[src/jptc_pkg.sv]
// Package for the jet patch trigger combiner: payload structs, register
// indexes, field widths and the configuration bundle. No dependencies.
package jptc_pkg;

	localparam int unsigned WORD_W  = 16;
	localparam int unsigned SUM_W   = 6;
	localparam int unsigned HSUM_W  = 7;
	localparam int unsigned LEVEL_W = 2;
	localparam int unsigned HT_B_W  = 4;
	localparam int unsigned HT_E_W  = 2;
	localparam int unsigned RING_N  = 6;

	// Field positions inside the sector and endcap words
	localparam int unsigned SUM_LSB = 6;
	localparam int unsigned ID_LSB  = 12;
	localparam int unsigned HT_B_LSB = 12;
	localparam int unsigned HT_E_LSB = 14;

	// Configuration register indexes
	typedef enum logic [1:0] {
		CFG_THR_LOW  = 2'd0,
		CFG_THR_MID  = 2'd1,
		CFG_THR_HIGH = 2'd2,
		CFG_ADJ_THR  = 2'd3
	} cfg_index_t;

	// Endcap patch IDs
	localparam logic [1:0] PATCH_NONE = 2'd0;
	localparam logic [1:0] PATCH_ONE  = 2'd1;
	localparam logic [1:0] PATCH_TWO  = 2'd2;
	localparam logic [1:0] PATCH_THREE = 2'd3;

	typedef struct packed {
		logic [WORD_W-1:0] sector_word_0;
		logic [WORD_W-1:0] sector_word_1;
		logic [WORD_W-1:0] sector_word_2;
		logic [WORD_W-1:0] sector_word_3;
		logic [WORD_W-1:0] sector_word_4;
		logic [WORD_W-1:0] sector_word_5;
		logic [WORD_W-1:0] endcap_word_a;
		logic [WORD_W-1:0] endcap_word_b;
	} item_t;

	typedef struct packed {
		logic [WORD_W-1:0] trigger_word;
		logic [HSUM_W-1:0] hybrid_sum_a;
		logic [HSUM_W-1:0] hybrid_sum_b;
	} result_t;

	typedef struct packed {
		logic [HSUM_W-1:0]  thr_low;
		logic [HSUM_W-1:0]  thr_mid;
		logic [HSUM_W-1:0]  thr_high;
		logic [LEVEL_W-1:0] adj_thr;
	} cfg_t;

	// Patch-level summary handed from the patch logic to the top level
	typedef struct packed {
		logic [HT_B_W-1:0]  ht_barrel;
		logic [HT_E_W-1:0]  ht_endcap;
		logic [LEVEL_W-1:0] max_barrel;
		logic [LEVEL_W-1:0] max_endcap;
		logic               adj_barrel;
		logic               adj_endcap;
	} patch_info_t;

endpackage

[src/jet_patch_trigger_combiner_top.sv]
// Top level of the jet patch trigger combiner: input register, hybrid sum and
// patch logic, result register. Uses jptc_pkg, jptc_hybrid and jptc_patch.
//
// One word set is taken every clock while item_stall is low. The accepting
// edge loads the input register; the result register loads from it when it is
// empty or its result is being taken, with all combining logic
// between them. While the result register is held by result_stall, one more
// word set is still taken into the input register; item_stall rises only when
// both registers are full and the result is held.
// Thresholds are written through cfg_we/cfg_index/cfg_data and are expected
// to change only while no word set is in flight.
module jet_patch_trigger_combiner_top (
	input  logic                           clk,
	input  logic                           arst_n,
	input  logic                           item_valid,
	output logic                           item_stall,
	input  jptc_pkg::item_t                item,
	output logic                           result_valid,
	input  logic                           result_stall,
	output jptc_pkg::result_t              result,
	input  logic                           cfg_we,
	input  logic [1:0]                     cfg_index,
	input  logic [jptc_pkg::HSUM_W-1:0]    cfg_data
);

	jptc_pkg::cfg_t        cfg_q;
	jptc_pkg::item_t       item_s1;
	logic                  valid_s1;
	jptc_pkg::result_t     result_s2;
	logic                  valid_s2;
	logic                  load_s1, load_s2;
	logic [jptc_pkg::HSUM_W-1:0]  sum_a, sum_b;
	logic [jptc_pkg::LEVEL_W-1:0] count, level;
	jptc_pkg::patch_info_t info;
	logic [jptc_pkg::WORD_W-1:0]  word;

	// Configuration registers
	always_ff @(posedge clk or negedge arst_n) begin
		if (!arst_n) begin
			cfg_q <= '0;
		end else if (cfg_we) begin
			case (jptc_pkg::cfg_index_t'(cfg_index))
				jptc_pkg::CFG_THR_LOW:  cfg_q.thr_low  <= cfg_data;
				jptc_pkg::CFG_THR_MID:  cfg_q.thr_mid  <= cfg_data;
				jptc_pkg::CFG_THR_HIGH: cfg_q.thr_high <= cfg_data;
				jptc_pkg::CFG_ADJ_THR:  cfg_q.adj_thr  <= cfg_data[jptc_pkg::LEVEL_W-1:0];
				default: ;
			endcase
		end
	end

	// Advance the pipeline when the next stage is free
	assign load_s2    = valid_s1 && (!valid_s2 || !result_stall);
	assign load_s1    = item_valid && !item_stall;
	assign item_stall = valid_s1 && valid_s2 && result_stall;

	always_ff @(posedge clk or negedge arst_n) begin
		if (!arst_n) begin
			valid_s1 <= 1'b0;
			valid_s2 <= 1'b0;
		end else begin
			if (load_s1) begin
				valid_s1 <= 1'b1;
			end else if (load_s2) begin
				valid_s1 <= 1'b0;
			end
			if (load_s2) begin
				valid_s2 <= 1'b1;
			end else if (!result_stall) begin
				valid_s2 <= 1'b0;
			end
		end
	end

	// Hold input item
	always_ff @(posedge clk) begin
		if (load_s1) begin
			item_s1 <= item;
		end
	end

	jptc_hybrid u_hybrid (
		.item  (item_s1),
		.cfg   (cfg_q),
		.sum_a (sum_a),
		.sum_b (sum_b),
		.count (count)
	);

	jptc_patch u_patch (
		.item    (item_s1),
		.adj_thr (cfg_q.adj_thr),
		.info    (info)
	);

	// Raise the level to the largest patch level and pack the word
	always_comb begin
		level = count;
		if (info.max_barrel > level) level = info.max_barrel;
		if (info.max_endcap > level) level = info.max_endcap;
		word = {level != 2'd0,
		        info.adj_endcap,
		        info.adj_barrel,
		        info.adj_barrel | info.adj_endcap,
		        info.max_endcap > 2'd2,
		        info.max_endcap > 2'd1,
		        info.max_barrel > 2'd2,
		        info.max_barrel > 2'd1,
		        level > 2'd2,
		        level > 2'd1,
		        info.ht_endcap,
		        info.ht_barrel};
	end

	// Result register
	always_ff @(posedge clk) begin
		if (load_s2) begin
			result_s2.trigger_word <= word;
			result_s2.hybrid_sum_a <= sum_a;
			result_s2.hybrid_sum_b <= sum_b;
		end
	end

	assign result_valid = valid_s2;
	assign result       = result_s2;

	// Input stalls only when both stages hold items and the output is held
	a_stall_full: assert property (@(posedge clk) disable iff (!arst_n)
		item_stall |-> (valid_s1 && valid_s2 && result_stall))
		else $error("item_stall raised with a free stage");

	// Adjacency summary bit matches its parts
	a_adj_or: assert property (@(posedge clk) disable iff (!arst_n)
		result_valid |-> (result.trigger_word[12] ==
		                  (result.trigger_word[13] | result.trigger_word[14])))
		else $error("adjacency summary mismatch");

	// Level flags are nested
	a_level_nest: assert property (@(posedge clk) disable iff (!arst_n)
		result_valid && result.trigger_word[6] |-> result.trigger_word[15])
		else $error("level flags out of order");

	// The level is never below the barrel or endcap maximum
	a_level_max: assert property (@(posedge clk) disable iff (!arst_n)
		result_valid && (result.trigger_word[9] || result.trigger_word[11])
		|-> result.trigger_word[7])
		else $error("level below patch maximum");

	// A stage loaded from a full input register drains it unless refilled
	a_drain: assert property (@(posedge clk) disable iff (!arst_n)
		load_s2 && !load_s1 |=> !valid_s1)
		else $error("input register not drained");

endmodule

[src/jptc_hybrid.sv]
// Hybrid jet sums: endcap partial sum plus the barrel sector picked by the
// patch ID, and the threshold count over both sums. Uses jptc_pkg.
module jptc_hybrid (
	input  jptc_pkg::item_t                 item,
	input  jptc_pkg::cfg_t                  cfg,
	output logic [jptc_pkg::HSUM_W-1:0]     sum_a,
	output logic [jptc_pkg::HSUM_W-1:0]     sum_b,
	output logic [jptc_pkg::LEVEL_W-1:0]    count
);

	logic [jptc_pkg::SUM_W-1:0] part_a, part_b, add_a, add_b;
	logic [1:0]                 id_a, id_b;
	logic                       over_low, over_mid, over_high;

	// Pick the barrel partial sum for each endcap half
	always_comb begin
		part_a = item.endcap_word_a[jptc_pkg::SUM_LSB +: jptc_pkg::SUM_W];
		part_b = item.endcap_word_b[jptc_pkg::SUM_LSB +: jptc_pkg::SUM_W];
		id_a   = item.endcap_word_a[jptc_pkg::ID_LSB +: 2];
		id_b   = item.endcap_word_b[jptc_pkg::ID_LSB +: 2];
		case (id_a)
			jptc_pkg::PATCH_ONE:   add_a = item.sector_word_3[jptc_pkg::SUM_LSB +: jptc_pkg::SUM_W];
			jptc_pkg::PATCH_TWO:   add_a = item.sector_word_4[jptc_pkg::SUM_LSB +: jptc_pkg::SUM_W];
			jptc_pkg::PATCH_THREE: add_a = item.sector_word_5[jptc_pkg::SUM_LSB +: jptc_pkg::SUM_W];
			default:               add_a = '0;
		endcase
		case (id_b)
			jptc_pkg::PATCH_ONE:   add_b = item.sector_word_0[jptc_pkg::SUM_LSB +: jptc_pkg::SUM_W];
			jptc_pkg::PATCH_TWO:   add_b = item.sector_word_1[jptc_pkg::SUM_LSB +: jptc_pkg::SUM_W];
			jptc_pkg::PATCH_THREE: add_b = item.sector_word_2[jptc_pkg::SUM_LSB +: jptc_pkg::SUM_W];
			default:               add_b = '0;
		endcase
	end

	assign sum_a = {1'b0, part_a} + {1'b0, add_a};
	assign sum_b = {1'b0, part_b} + {1'b0, add_b};

	// Count thresholds passed by either sum
	assign over_low  = (sum_a > cfg.thr_low)  || (sum_b > cfg.thr_low);
	assign over_mid  = (sum_a > cfg.thr_mid)  || (sum_b > cfg.thr_mid);
	assign over_high = (sum_a > cfg.thr_high) || (sum_b > cfg.thr_high);
	assign count = {1'b0, over_low} + {1'b0, over_mid} + {1'b0, over_high};

endmodule

[src/jptc_patch.sv]
// Patch-level logic: high-tower ORs, barrel and endcap maxima, and adjacent
// patch coincidences around each six-patch ring. Uses jptc_pkg.
module jptc_patch (
	input  jptc_pkg::item_t               item,
	input  logic [jptc_pkg::LEVEL_W-1:0]  adj_thr,
	output jptc_pkg::patch_info_t         info
);

	logic [jptc_pkg::WORD_W-1:0]  sector [jptc_pkg::RING_N];
	logic [jptc_pkg::LEVEL_W-1:0] ring_x [jptc_pkg::RING_N];
	logic [jptc_pkg::LEVEL_W-1:0] ring_y [jptc_pkg::RING_N];
	logic [jptc_pkg::LEVEL_W-1:0] ring_z [jptc_pkg::RING_N];
	logic [jptc_pkg::LEVEL_W-1:0] ring_e [jptc_pkg::RING_N];
	logic [jptc_pkg::LEVEL_W-1:0] max_b, max_e;
	logic [jptc_pkg::HT_B_W-1:0]  ht_b;
	logic                         hit_b, hit_e;

	assign sector[0] = item.sector_word_0;
	assign sector[1] = item.sector_word_1;
	assign sector[2] = item.sector_word_2;
	assign sector[3] = item.sector_word_3;
	assign sector[4] = item.sector_word_4;
	assign sector[5] = item.sector_word_5;

	// Split patch levels into rings
	always_comb begin
		for (int i = 0; i < jptc_pkg::RING_N; i++) begin
			ring_x[i] = sector[i][1:0];
			ring_y[i] = sector[i][3:2];
			ring_z[i] = sector[i][5:4];
		end
		ring_e[0] = item.endcap_word_a[1:0];
		ring_e[1] = item.endcap_word_a[3:2];
		ring_e[2] = item.endcap_word_a[5:4];
		ring_e[3] = item.endcap_word_b[1:0];
		ring_e[4] = item.endcap_word_b[3:2];
		ring_e[5] = item.endcap_word_b[5:4];
	end

	// OR high towers and take the largest level on each side
	always_comb begin
		ht_b  = '0;
		max_b = '0;
		max_e = '0;
		for (int i = 0; i < jptc_pkg::RING_N; i++) begin
			ht_b = ht_b | sector[i][jptc_pkg::HT_B_LSB +: jptc_pkg::HT_B_W];
			if (ring_x[i] > max_b) max_b = ring_x[i];
			if (ring_y[i] > max_b) max_b = ring_y[i];
			if (ring_z[i] > max_b) max_b = ring_z[i];
			if (ring_e[i] > max_e) max_e = ring_e[i];
		end
	end

	// Flag neighboring patches that both pass the threshold, wrapping the ring
	always_comb begin
		hit_b = 1'b0;
		hit_e = 1'b0;
		for (int i = 0; i < jptc_pkg::RING_N; i++) begin
			if (ring_x[i] > adj_thr && ring_x[(i + 1) % jptc_pkg::RING_N] > adj_thr) hit_b = 1'b1;
			if (ring_y[i] > adj_thr && ring_y[(i + 1) % jptc_pkg::RING_N] > adj_thr) hit_b = 1'b1;
			if (ring_z[i] > adj_thr && ring_z[(i + 1) % jptc_pkg::RING_N] > adj_thr) hit_b = 1'b1;
			if (ring_e[i] > adj_thr && ring_e[(i + 1) % jptc_pkg::RING_N] > adj_thr) hit_e = 1'b1;
		end
	end

	assign info.ht_barrel  = ht_b;
	assign info.ht_endcap  = item.endcap_word_a[jptc_pkg::HT_E_LSB +: jptc_pkg::HT_E_W]
	                       | item.endcap_word_b[jptc_pkg::HT_E_LSB +: jptc_pkg::HT_E_W];
	assign info.max_barrel = max_b;
	assign info.max_endcap = max_e;
	assign info.adj_barrel = hit_b;
	assign info.adj_endcap = hit_e;

endmodule

[config.mk]
export PLATFORM = sky130hd
export DESIGN_NAME = jet_patch_trigger_combiner_top
export DESIGN_NICKNAME = d
export VERILOG_FILES = /design/src/jptc_pkg.sv /design/src/jet_patch_trigger_combiner_top.sv /design/src/jptc_hybrid.sv /design/src/jptc_patch.sv
export SDC_FILE = /design/constraint.sdc
export NUM_CORES = 1
export LEC_CHECK = 0
export BUFFER_PORTS_ARGS = -buffer_cell sky130_fd_sc_hd__buf_2
export CAP_MARGIN = 20
export CORE_UTILIZATION = 35
export DETAILED_ROUTE_END_ITERATION = 8
export GPL_TIMING_DRIVEN = 0
export SYNTH_ARGS = -nofsm -noshare
export SYNTH_HDL_FRONTEND = slang
export SYNTH_SLANG_ARGS = --single-unit
[constraint.sdc]
create_clock -name clk -period 22.3 [get_ports clk]
set_input_delay 1.115 -clock clk [delete_from_list [all_inputs] [get_ports clk]]
set_output_delay 1.115 -clock clk [all_outputs]
set_load 0.005 [all_outputs]
==> results of run 1 <==
## cells in the mapped netlist (13+ instances only)
cell	n	share of area (%)
a21oi_1	36	1.7
dfrtp_1	25	6.0
edfxtp_1	158	46
ha_1	176	21
inv_1	114	4.1
mux2_2	33	3.6
nand2_1	37	1.3
nand2b_1	13	0.78
nand3_1	15	0.72
nor2_1	50	1.8
nor2b_1	27	1.6
o21a_1	17	1.2
o21ai_0	40	1.9
o22ai_1	25	1.5
## worst max path at each step
stage	start	end	slack (ps)	depth (start not counted)
after floorplan	item_s1[115]$_DFFE_PP_	result[29]$_DFFE_PP_	6840	94
after global placement	item_s1[113]$_DFFE_PP_	result[29]$_DFFE_PP_	5300	96
after detailed placement	item_s1[113]$_DFFE_PP_	result[29]$_DFFE_PP_	4910	95
after CTS	item_s1[113]$_DFFE_PP_	result[29]$_DFFE_PP_	4850	95
after global routing	item_s1[113]$_DFFE_PP_	result[29]$_DFFE_PP_	3550	96
final	item_s1[113]$_DFFE_PP_	result[29]$_DFFE_PP_	4830	95
## stage by stage
step | setup slack (ps) | power (mW) | area [µm²] | utilization [%] | cells
3_5_place_dp | 4912 | 0.7865 | 11860 | 40.87 | 1411
2_1_floorplan | 6836 | 0.6857 | 10420 | - | 851
4_1_cts | 4852 | 1.102 | 12460 | 42.96 | 1443
6_report | 4829 | 1.085 | 12460 | 42.96 | 1443
5_1_grt | 3548 | 1.164 | 12460 | 42.96 | 1443
3_3_place_gp | 5303 | 0.7734 | 11770 | 40.57 | 1408
## worst reg2reg max path, delay by kind of cell, from the launching register on
family | cells | cell delay (ps)
AO/OA/AOI/OAI | 38 | 8070
adder cells (fa/ha/maj) | 19 | 4730
AND/OR/NAND/NOR | 14 | 1500
multiplexers | 4 | 1450
buffers and inverters | 20 | 1010
flip-flops | 1 | 420
## flip-flops by register name, summed over array words and instances (netlist names)
| name | cells |
|---|---|
| result_valid | 1 |
| valid_s1 | 1 |
| result | 30 |
| cfg_q | 23 |
| item_s1 | 128 |
## logic make-up (layout without fill, tap and decap cells)
logic type | Yosys count | in the layout
adders and majority gates | 179 | 179
DFF | 183 | 183
AOI/OAI and AO/OA | 162 | 162
muxes | 36 | 36
buffers and inverters | 118 | 326
xor gates and xnor gates | 8 | 8
and+or+nand+nor | 165 | 165
## report_power, final
| group | internal, mW | switching, mW |
|---|---|---|
| Sequential | 0.411 | 0.0139 |
| Combinational | 0.155 | 0.196 |
| Clock | 0.152 | 0.157 |
| Total | 0.719 | 0.366 |
## final cells by class
class | count | share of cell area, %
well taps | 384 | 3.855
flip-flops and latches | 183 | 43.09
repair buffers | 176 | 7.549
multi-input cells | 550 | 37.10
inverters | 114 | 3.433
clock inverters | 15 | 1.436
plain buffers | 4 | 0.1205
clock buffers | 17 | 3.413
## layer usage
metal | vias to the layer above | GRT usage [%]
met4 | 0 | 3.949
li1 | 3479 | -
met3 | 12 | 4.983
met2 | 169 | 25.75
met5 | - | 0
met1 | 3194 | 17.34
==> impl_metrics.tcl, run 1 <==
set metrics [dict create \
    status "finished clean" \
    grt_remaining_overflow 0 \
    core-area_um2 29010 \
    synthArstFlopShare_pct 13.66 \
    reg2regPathDepth 95 \
    synth_compound_area_share_pct 10.24 \
    crit_required_ps 22490 \
    fp.dieH_um 174.6 \
    clk_path_buf_depth 2 \
    fillers 2766 \
    cp-start-kind "flip-flop" \
    synth-seq-cells 183 \
    setup_tns_ps 0 \
    die_area_um2 30480 \
    dp_hpwl_mm 16.54 \
    antenna_found_initial 0 \
    cts_tree "yes" \
    crit_buf_inv 20 \
    criticalPathCategory "reg -> reg" \
    areaGrowthSynthToFinish_pct 19.57 \
    cp_slowest_stage_delay_ps 420 \
    final_cell_mix "176 x ha_1, 173 x buf_2, 158 x edfxtp_1, 114 x inv_1, 50 x nor2_1" \
    syn_inst 851 \
    final-hold-violation-count 0 \
    avgSynthCellArea_um2 12.25 \
    cts-resized-gates 0 \
    chipWidth_um 174.6 \
    clkLatencyLatePin_ps 450 \
    place.gp.congestion 0.7935 \
    regArea_um2 5370 \
    endpoint_kind "flip-flop" \
    r2r_start "item_s1[113]$_DFFE_PP_" \
    drc 0 \
    vias 6854 \
    clkTransAtPathRegs_ps 80 \
    wl_met1_mm 9.347 \
    root_buffer "clkbuf_16" \
    power_density_nw_per_um2 87.07 \
    synth-simple-area-share_pct 7.670 \
    routedWlPerCell_um 14.93 \
    rr_endpoint "result[29]$_DFFE_PP_" \
    holdCritPathClass "reg -> reg" \
    drive_gt1_share_pct 24.17 \
    rsz0062_at_grt "false" \
    grt_max_degree 67 \
    hp-start "valid_s1$_DFFE_PN0P_" \
    crit_top_cell "inv_1" \
    leakage_nw 5.633 \
    synth.area.mux_share_pct 3.949 \
    min_period_over_period_pct 78.34 \
    drv_slew 0 \
    cts_buffers 17 \
    n_antenna_cell 0 \
    max_cap_violations 0 \
    syn_nets 1172 \
    fp-row-count 62 \
    ys_types 47 \
    post_cts_buffers 0 \
    synthAdderAreaFrac_pct 21.70 \
    layout_min_cycle_time_ps 17470 \
    syn_area_um2 10420 \
    start_util_pct 35.93 \
    reg2reg_slack_ps 4830 \
    port_buffers 173 \
    setup_viol 0 \
    path_max_fanout 5 \
    nNetsFinal 1367 \
    yosysSeqAreaShare_pct 51.52 \
    cpMaxStageDelayCell "edfxtp_1" \
    final_common_cell "ha_1" \
    cts-hold-fix-buffers 0 \
    hold_path_depth 1 \
    vias_per_cell 4.750 \
    yosysWarnings 0 \
    io_pins 174 \
    maxSlewHeadroom_pct 32.86 \
    synth-edff-count 158 \
    whs_ps 489.0 \
    multi_input_area_um2 4624 \
    ant_nets 0 \
    synthXorXnorAreaFrac_pct 0.6722 \
    whs_endpoint "result_valid$_DFFE_PN0P_" \
    synth_ff_type "edfxtp_1" \
    crit_arrival_ps 17660 \
    critical_path.top_delay_family "compound AO/OA/AOI/OAI gates" \
    first_pass_iters 4 \
    met3WireLength_mm 1.484 \
    wirelength_mm 21.55 \
    ir_drop_v 0.00005756 \
    skew_ps 13.40 \
    wl_met2_mm 10.53 \
    max_freq_ghz 0.05724 \
    synth_top_family_by_area "adder cells" \
    grt_use_total_pct 14.79 \
    htreeDepth 4 \
    worst_pin_slew_ps 1006 \
    grt_pass1_wl_mm 34.80 \
    top_layer "met4" \
    drt-initial-drc-count 252 \
    cts.sinks 183 \
    grt_pass1_vias 7028 \
]
No activity file was read; power rests on OpenSTA's default activity.
==> run 2, diff against run 1 <==
==> constraint.sdc (replaced) <==
create_clock -name clk -period 16.2 [get_ports clk]
set_input_delay 0.81 -clock clk [delete_from_list [all_inputs] [get_ports clk]]
set_output_delay 0.81 -clock clk [all_outputs]
set_load 0.005 [all_outputs]
==> run 2 against run 1 <==
Worst setup slack lost 4100 ps. Largest power group unchanged. Combinational power grew 66%. Critical endpoint unchanged. Sequential share of layout area shrank 1.7 points. Total power grew 47%.
==> impl_metrics.tcl, run 2 (synthesis results as in run 1) <==
set metrics [dict create \
    cp_slowest_stage_delay_ps 420 \
    grt_max_degree 67 \
    cts_buffers 17 \
    fp.dieH_um 174.6 \
    leakage_nw 5.815 \
    vias 6998 \
    crit_required_ps 16390 \
    htreeDepth 4 \
    grt_use_total_pct 14.98 \
    met3_usage_pct 4.983 \
    place.gp.congestion 0.7935 \
    routedWlPerCell_um 15.27 \
    cpMaxStageDelayCell "edfxtp_1" \
    max_cap_violations 0 \
    root_buffer "clkbuf_16" \
    final-hold-violation-count 0 \
    max_freq_ghz 0.06446 \
    grt_pass1_vias 7151 \
    cts_tree "yes" \
    areaGrowthSynthToFinish_pct 24.58 \
    busiest_layer "met2" \
    fillers 2720 \
    regMostFlops "item_s1" \
    final_common_cell "buf_2" \
    port_buffers 173 \
    grt_util_met2_pct 26.31 \
    drt-initial-drc-count 268 \
    critical_path.top_delay_family "compound AO/OA/AOI/OAI gates" \
    clkLatencyLatePin_ps 450 \
    p_sw_share_pct 34.31 \
    design_area_um2 12990 \
    crit_top_cell "ha_1" \
    largest_register_ffs 128 \
    ir_drop_v 0.00007924 \
    cp-start-kind "flip-flop" \
    grt_pass1_wl_mm 35.31 \
    ant_nets 0 \
    drc 0 \
    crit_arrival_ps 15700 \
    final_cell_mix "173 x buf_2, 170 x ha_1, 158 x edfxtp_1, 105 x inv_1, 43 x nor2_1" \
    grt_remaining_overflow 0 \
    place_ws_ps -1188 \
    power.switching_mw 0.5465 \
    worst_slack_ps 686.1 \
    die_area_um2 30480 \
    clk_path_buf_depth 2 \
    power_frac_seq_pct 36.8 \
    layout_min_cycle_time_ps 15510 \
    worst_pin_slew_ps 1012 \
    maxSlewHeadroom_pct 32.47 \
    holdCritPathClass "in -> async" \
    wirelength_mm 22.38 \
    drv_slew 0 \
    clkTransAtPathRegs_ps 80 \
    first_pass_iters 4 \
    skew_ps 13.72 \
    dp_hpwl_mm 16.54 \
    chipWidth_um 174.6 \
    grt.met1_usage_pct 17.43 \
    fp-row-count 62 \
    min_period_over_period_pct 95.76 \
    io_pins 174 \
    cts.sinks 183 \
    drive_gt1_share_pct 30.78 \
    p_int_mw 1.046 \
    core-area_um2 29010 \
    criticalPathCategory "reg -> reg" \
    antenna_found_initial 0 \
    crit_buf_inv 19 \
    setup_viol 0 \
    power_density_nw_per_um2 122.7 \
    endpoint_kind "flip-flop" \
    path_max_fanout 4 \
    nNetsFinal 1390 \
    vias_per_cell 4.774 \
    n_antenna_cell 0 \
    dpl-instance-area_um2 11860 \
    clkPwrFrac_pct 26.7 \
    status "finished clean" \
    start_util_pct 35.93 \
    combPwrFrac_pct 36.6 \
]
==> run 2: power by group through the flow <==
stage | Combinational [mW] | Sequential [mW] | Clock, mW
after floorplan | 0.348 | 0.596 | 0
after global placement | 0.461 | 0.603 | 0
after detailed placement | 0.486 | 0.596 | 0
after CTS | 0.515 | 0.586 | 0.441
after global routing | 0.659 | 0.590 | 0.455
final | 0.582 | 0.586 | 0.425
==> run 2: timing repair <==
item,in CTS,in global routing
gates resized for setup,25,49
hold endpoints to repair,0,0
pin swaps,4,51
buffers inserted,5,18
setup endpoints to repair,2,2
gates cloned,0,0
hold buffers,0,0
==> run 2: worst paths after layout <==
path	start	to	slack, ps	depth (start not counted)
worst min-delay path	arst_n	cfg_q[9]$_DFFE_PN0P_	350	1
max in group asynchronous	arst_n	cfg_q[18]$_DFFE_PN0P_	15470	1
worst min register to register	valid_s1$_DFFE_PN0P_	result_valid$_DFFE_PN0P_	490	1
worst max-delay path	item_s1[115]$_DFFE_PP_	result[29]$_DFFE_PP_	690	95
min in group clk	valid_s1$_DFFE_PN0P_	result_valid$_DFFE_PN0P_	490	1
worst max register to register	item_s1[115]$_DFFE_PP_	result[29]$_DFFE_PP_	690	95
==> run 2: metrics by stage <==
stage | instances | TNS, ps | utilization, % | hold WS [ps] | total power, mW
detailed placement | 1411 | -2337 | 40.87 | 472.6 | 1.083
floorplan | 851 | 0 | - | 443.4 | 0.9439
global placement | 1408 | -1581 | 40.57 | 453.5 | 1.065
global route | 1466 | -222.5 | 44.76 | 377.0 | 1.704
finish | 1466 | 0 | 44.76 | 354.0 | 1.593
CTS | 1448 | 0 | 43.55 | 336.2 | 1.542
==> run 2: cell type report <==
type | count | area [µm²] | area share, %
buffer | 4 | 15.01 | 0.1156
clock buffer | 17 | 425.4 | 3.276
clock inverter | 15 | 178.9 | 1.378
inverter | 114 | 427.9 | 3.295
multi-input combinational | 550 | 4975 | 38.31
sequential | 183 | 5370 | 41.35
tap | 384 | 480.5 | 3.700
timing repair buffer | 199 | 1114 | 8.575
==> run 2: routing by layer <==
metal / up-vias / part of all wire (%)
li1: 3529 / -
met4: 0 / 0.81
met5: - / 0
met1: 3292 / 43
met2: 166 / 50
met3: 11 / 6.4
==> run 3, diff against run 2 <==
--- a/config.mk
+++ b/config.mk
@@ -7,9 +7,12 @@
 export LEC_CHECK = 0
 export BUFFER_PORTS_ARGS = -buffer_cell sky130_fd_sc_hd__buf_2
 export CAP_MARGIN = 20
+export CELL_PAD_IN_SITES_DETAIL_PLACEMENT = 0
+export CELL_PAD_IN_SITES_GLOBAL_PLACEMENT = 2
 export CORE_UTILIZATION = 35
 export DETAILED_ROUTE_END_ITERATION = 8
 export GPL_TIMING_DRIVEN = 0
+export PLACE_DENSITY_LB_ADDON = 0.1
 export SYNTH_ARGS = -nofsm -noshare
 export SYNTH_HDL_FRONTEND = slang
 export SYNTH_SLANG_ARGS = --single-unit
==> run 3 against run 2 <==
Register-to-register slack improved by 320 ps. Largest cell class unchanged. Highest routed layer is now met5. Maximum frequency rose by 2.1%. Global-route usage rose by 0.52 points. Clock power rose by 5.4%. Largest power group unchanged. Total power rose by 0.80%. Die area did not move. Sequential cell count did not move. Non-clock buffer count rose by 5. Combinational power fell by 1%.
==> impl_metrics.tcl, run 3 (synthesis results as in run 1) <==
set metrics [dict create \
    status "finished clean" \
    nNetsFinal 1395 \
    min_period_over_period_pct 93.78 \
    holdCritPathClass "in -> async" \
    die_area_um2 30480 \
    ant_nets 0 \
    crit_top_cell "ha_1" \
    design_area_um2 13080 \
    layout_min_cycle_time_ps 15190 \
    cpMaxStageDelayCell "edfxtp_1" \
    final_cell_mix "173 x ha_1, 173 x buf_2, 158 x edfxtp_1, 109 x inv_1, 45 x nor2_1" \
    port_buffers 173 \
    crit_arrival_ps 15370 \
    final-hold-violation-count 0 \
    clk_path_buf_depth 2 \
    cts_tree "yes" \
    htreeDepth 4 \
    worst_pin_slew_ps 653.7 \
    chipWidth_um 174.6 \
    fp.dieH_um 174.6 \
    instances_no_fill 1472 \
    criticalPathCategory "reg -> reg" \
    vias 6874 \
    setup_viol 0 \
    grt_pass1_wl_mm 36.14 \
    vias_per_cell 4.670 \
    grt_max_degree 66 \
    max_freq_ghz 0.06582 \
    cts_buffers 17 \
    root_buffer "clkbuf_16" \
    io_pins 174 \
    crit_buf_inv 18 \
    cp-start-kind "flip-flop" \
    r2r_start "item_s1[112]$_DFFE_PP_" \
    core-area_um2 29010 \
    ir_drop_v 0.0001033 \
    dp_hpwl_mm 17.04 \
    drt-initial-drc-count 213 \
    grt_pass1_vias 6995 \
    path_max_fanout 4 \
    reg2reg_slack_ps 1010 \
    drive_gt1_share_pct 30.08 \
    critical_path.top_delay_family "compound AO/OA/AOI/OAI gates" \
    maxSlewHeadroom_pct 56.31 \
    largest_register_ffs 128 \
    drv_slew 0 \
    clkTransAtPathRegs_ps 90 \
    first_pass_iters 4 \
    crit_required_ps 16380 \
    antenna_found_initial 1 \
    endpoint_kind "flip-flop" \
    regMostFlops "item_s1" \
    skew_ps 16.20 \
    dpl-instance-area_um2 11890 \
    clkLatencyLatePin_ps 450 \
    power_density_nw_per_um2 122.8 \
    wirelength_mm 22.67 \
    areaGrowthSynthToFinish_pct 25.50 \
    grt_remaining_overflow 0 \
    routedWlPerCell_um 15.40 \
    rr_endpoint "result[29]$_DFFE_PP_" \
    reg2regPathDepth 95 \
    grt_use_total_pct 15.50 \
    dp_cells 1412 \
    cp_slowest_stage_delay_ps 450 \
    drc 0 \
    cts-hold-fix-buffers 0 \
    fp-row-count 62 \
    max_cap_violations 0 \
    place.gp.congestion 0.7345 \
    cts.sinks 183 \
    leakage_nw 5.857 \
    start_util_pct 35.93 \
]
[run 3: stage by stage]
step                TNS (ps)  setup WS (ps)  power [mW]  hold slack, ps  util, %
global route          -171.8         -90.09       1.729           376.5    45.08
finish                     0           1008       1.606           351.3    45.09
CTS                        0          2.549       1.581           362.5    43.93
detailed placement     -2962          -1466       1.085           478.5    40.97
global placement       -2683          -1346       1.078           462.0    40.57
floorplan                  0          735.7      0.9439           443.4        -
[run 3: layout make-up]
type                    instances  area [µm²]
inverters                     114       427.9
plain buffers                   4       15.01
diodes                          1       2.502
repair buffers                204        1191
well taps                     384       480.5
fillers                      2710       15930
multi-input cells             550        4951
clock inverters                15       217.7
clock buffers                  17       425.4
flip-flops and latches        183        5370
[run 3: worst max path at each step]
stage                                 from                   end  slack [ps]  cells after the start
global placement    item_s1[113]$_DFFE_PP_  result[29]$_DFFE_PP_       -1350                     93
global route        item_s1[113]$_DFFE_PP_  result[29]$_DFFE_PP_         -90                     97
detailed placement  item_s1[113]$_DFFE_PP_  result[29]$_DFFE_PP_       -1470                     93
finish              item_s1[112]$_DFFE_PP_  result[29]$_DFFE_PP_        1010                     95
CTS                 item_s1[113]$_DFFE_PP_  result[29]$_DFFE_PP_           3                     95
floorplan           item_s1[115]$_DFFE_PP_  result[29]$_DFFE_PP_         740                     94
[run 3: routing by layer]
metal  vias to the layer above  track usage [%]  share of wire [%]  wire (µm)
met5                         -                0              0.057         13
met4                         2            3.732               0.95        216
met3                        15            4.721                5.7       1284
met2                       122            26.84                 49      11060
met1                      3196            18.77                 45      10100
li1                       3539                -                  -          -
[run 3: where the power goes]
group,switching (mW),internal (mW)
Sequential,0.0190,0.566
Combinational,0.305,0.269
Clock,0.230,0.218
Total,0.554,1.05
[run 3: repair_timing]
| action | in CTS | in global routing |
|---|---|---|
| setup endpoints to repair | 3 | 2 |
| setup buffers | 7 | 19 |
| gates resized for setup | 31 | 34 |
| pin swaps | 3 | 29 |
[run 3: worst reg2reg max path, delay by kind of cell (launching register included)]
kind	cells	cell delay (ps)
buf+inv	18	1000
flops	1	450
fa+ha+maj	19	4940
compound gates	36	5660
mux	4	1280
simple gates	18	1570
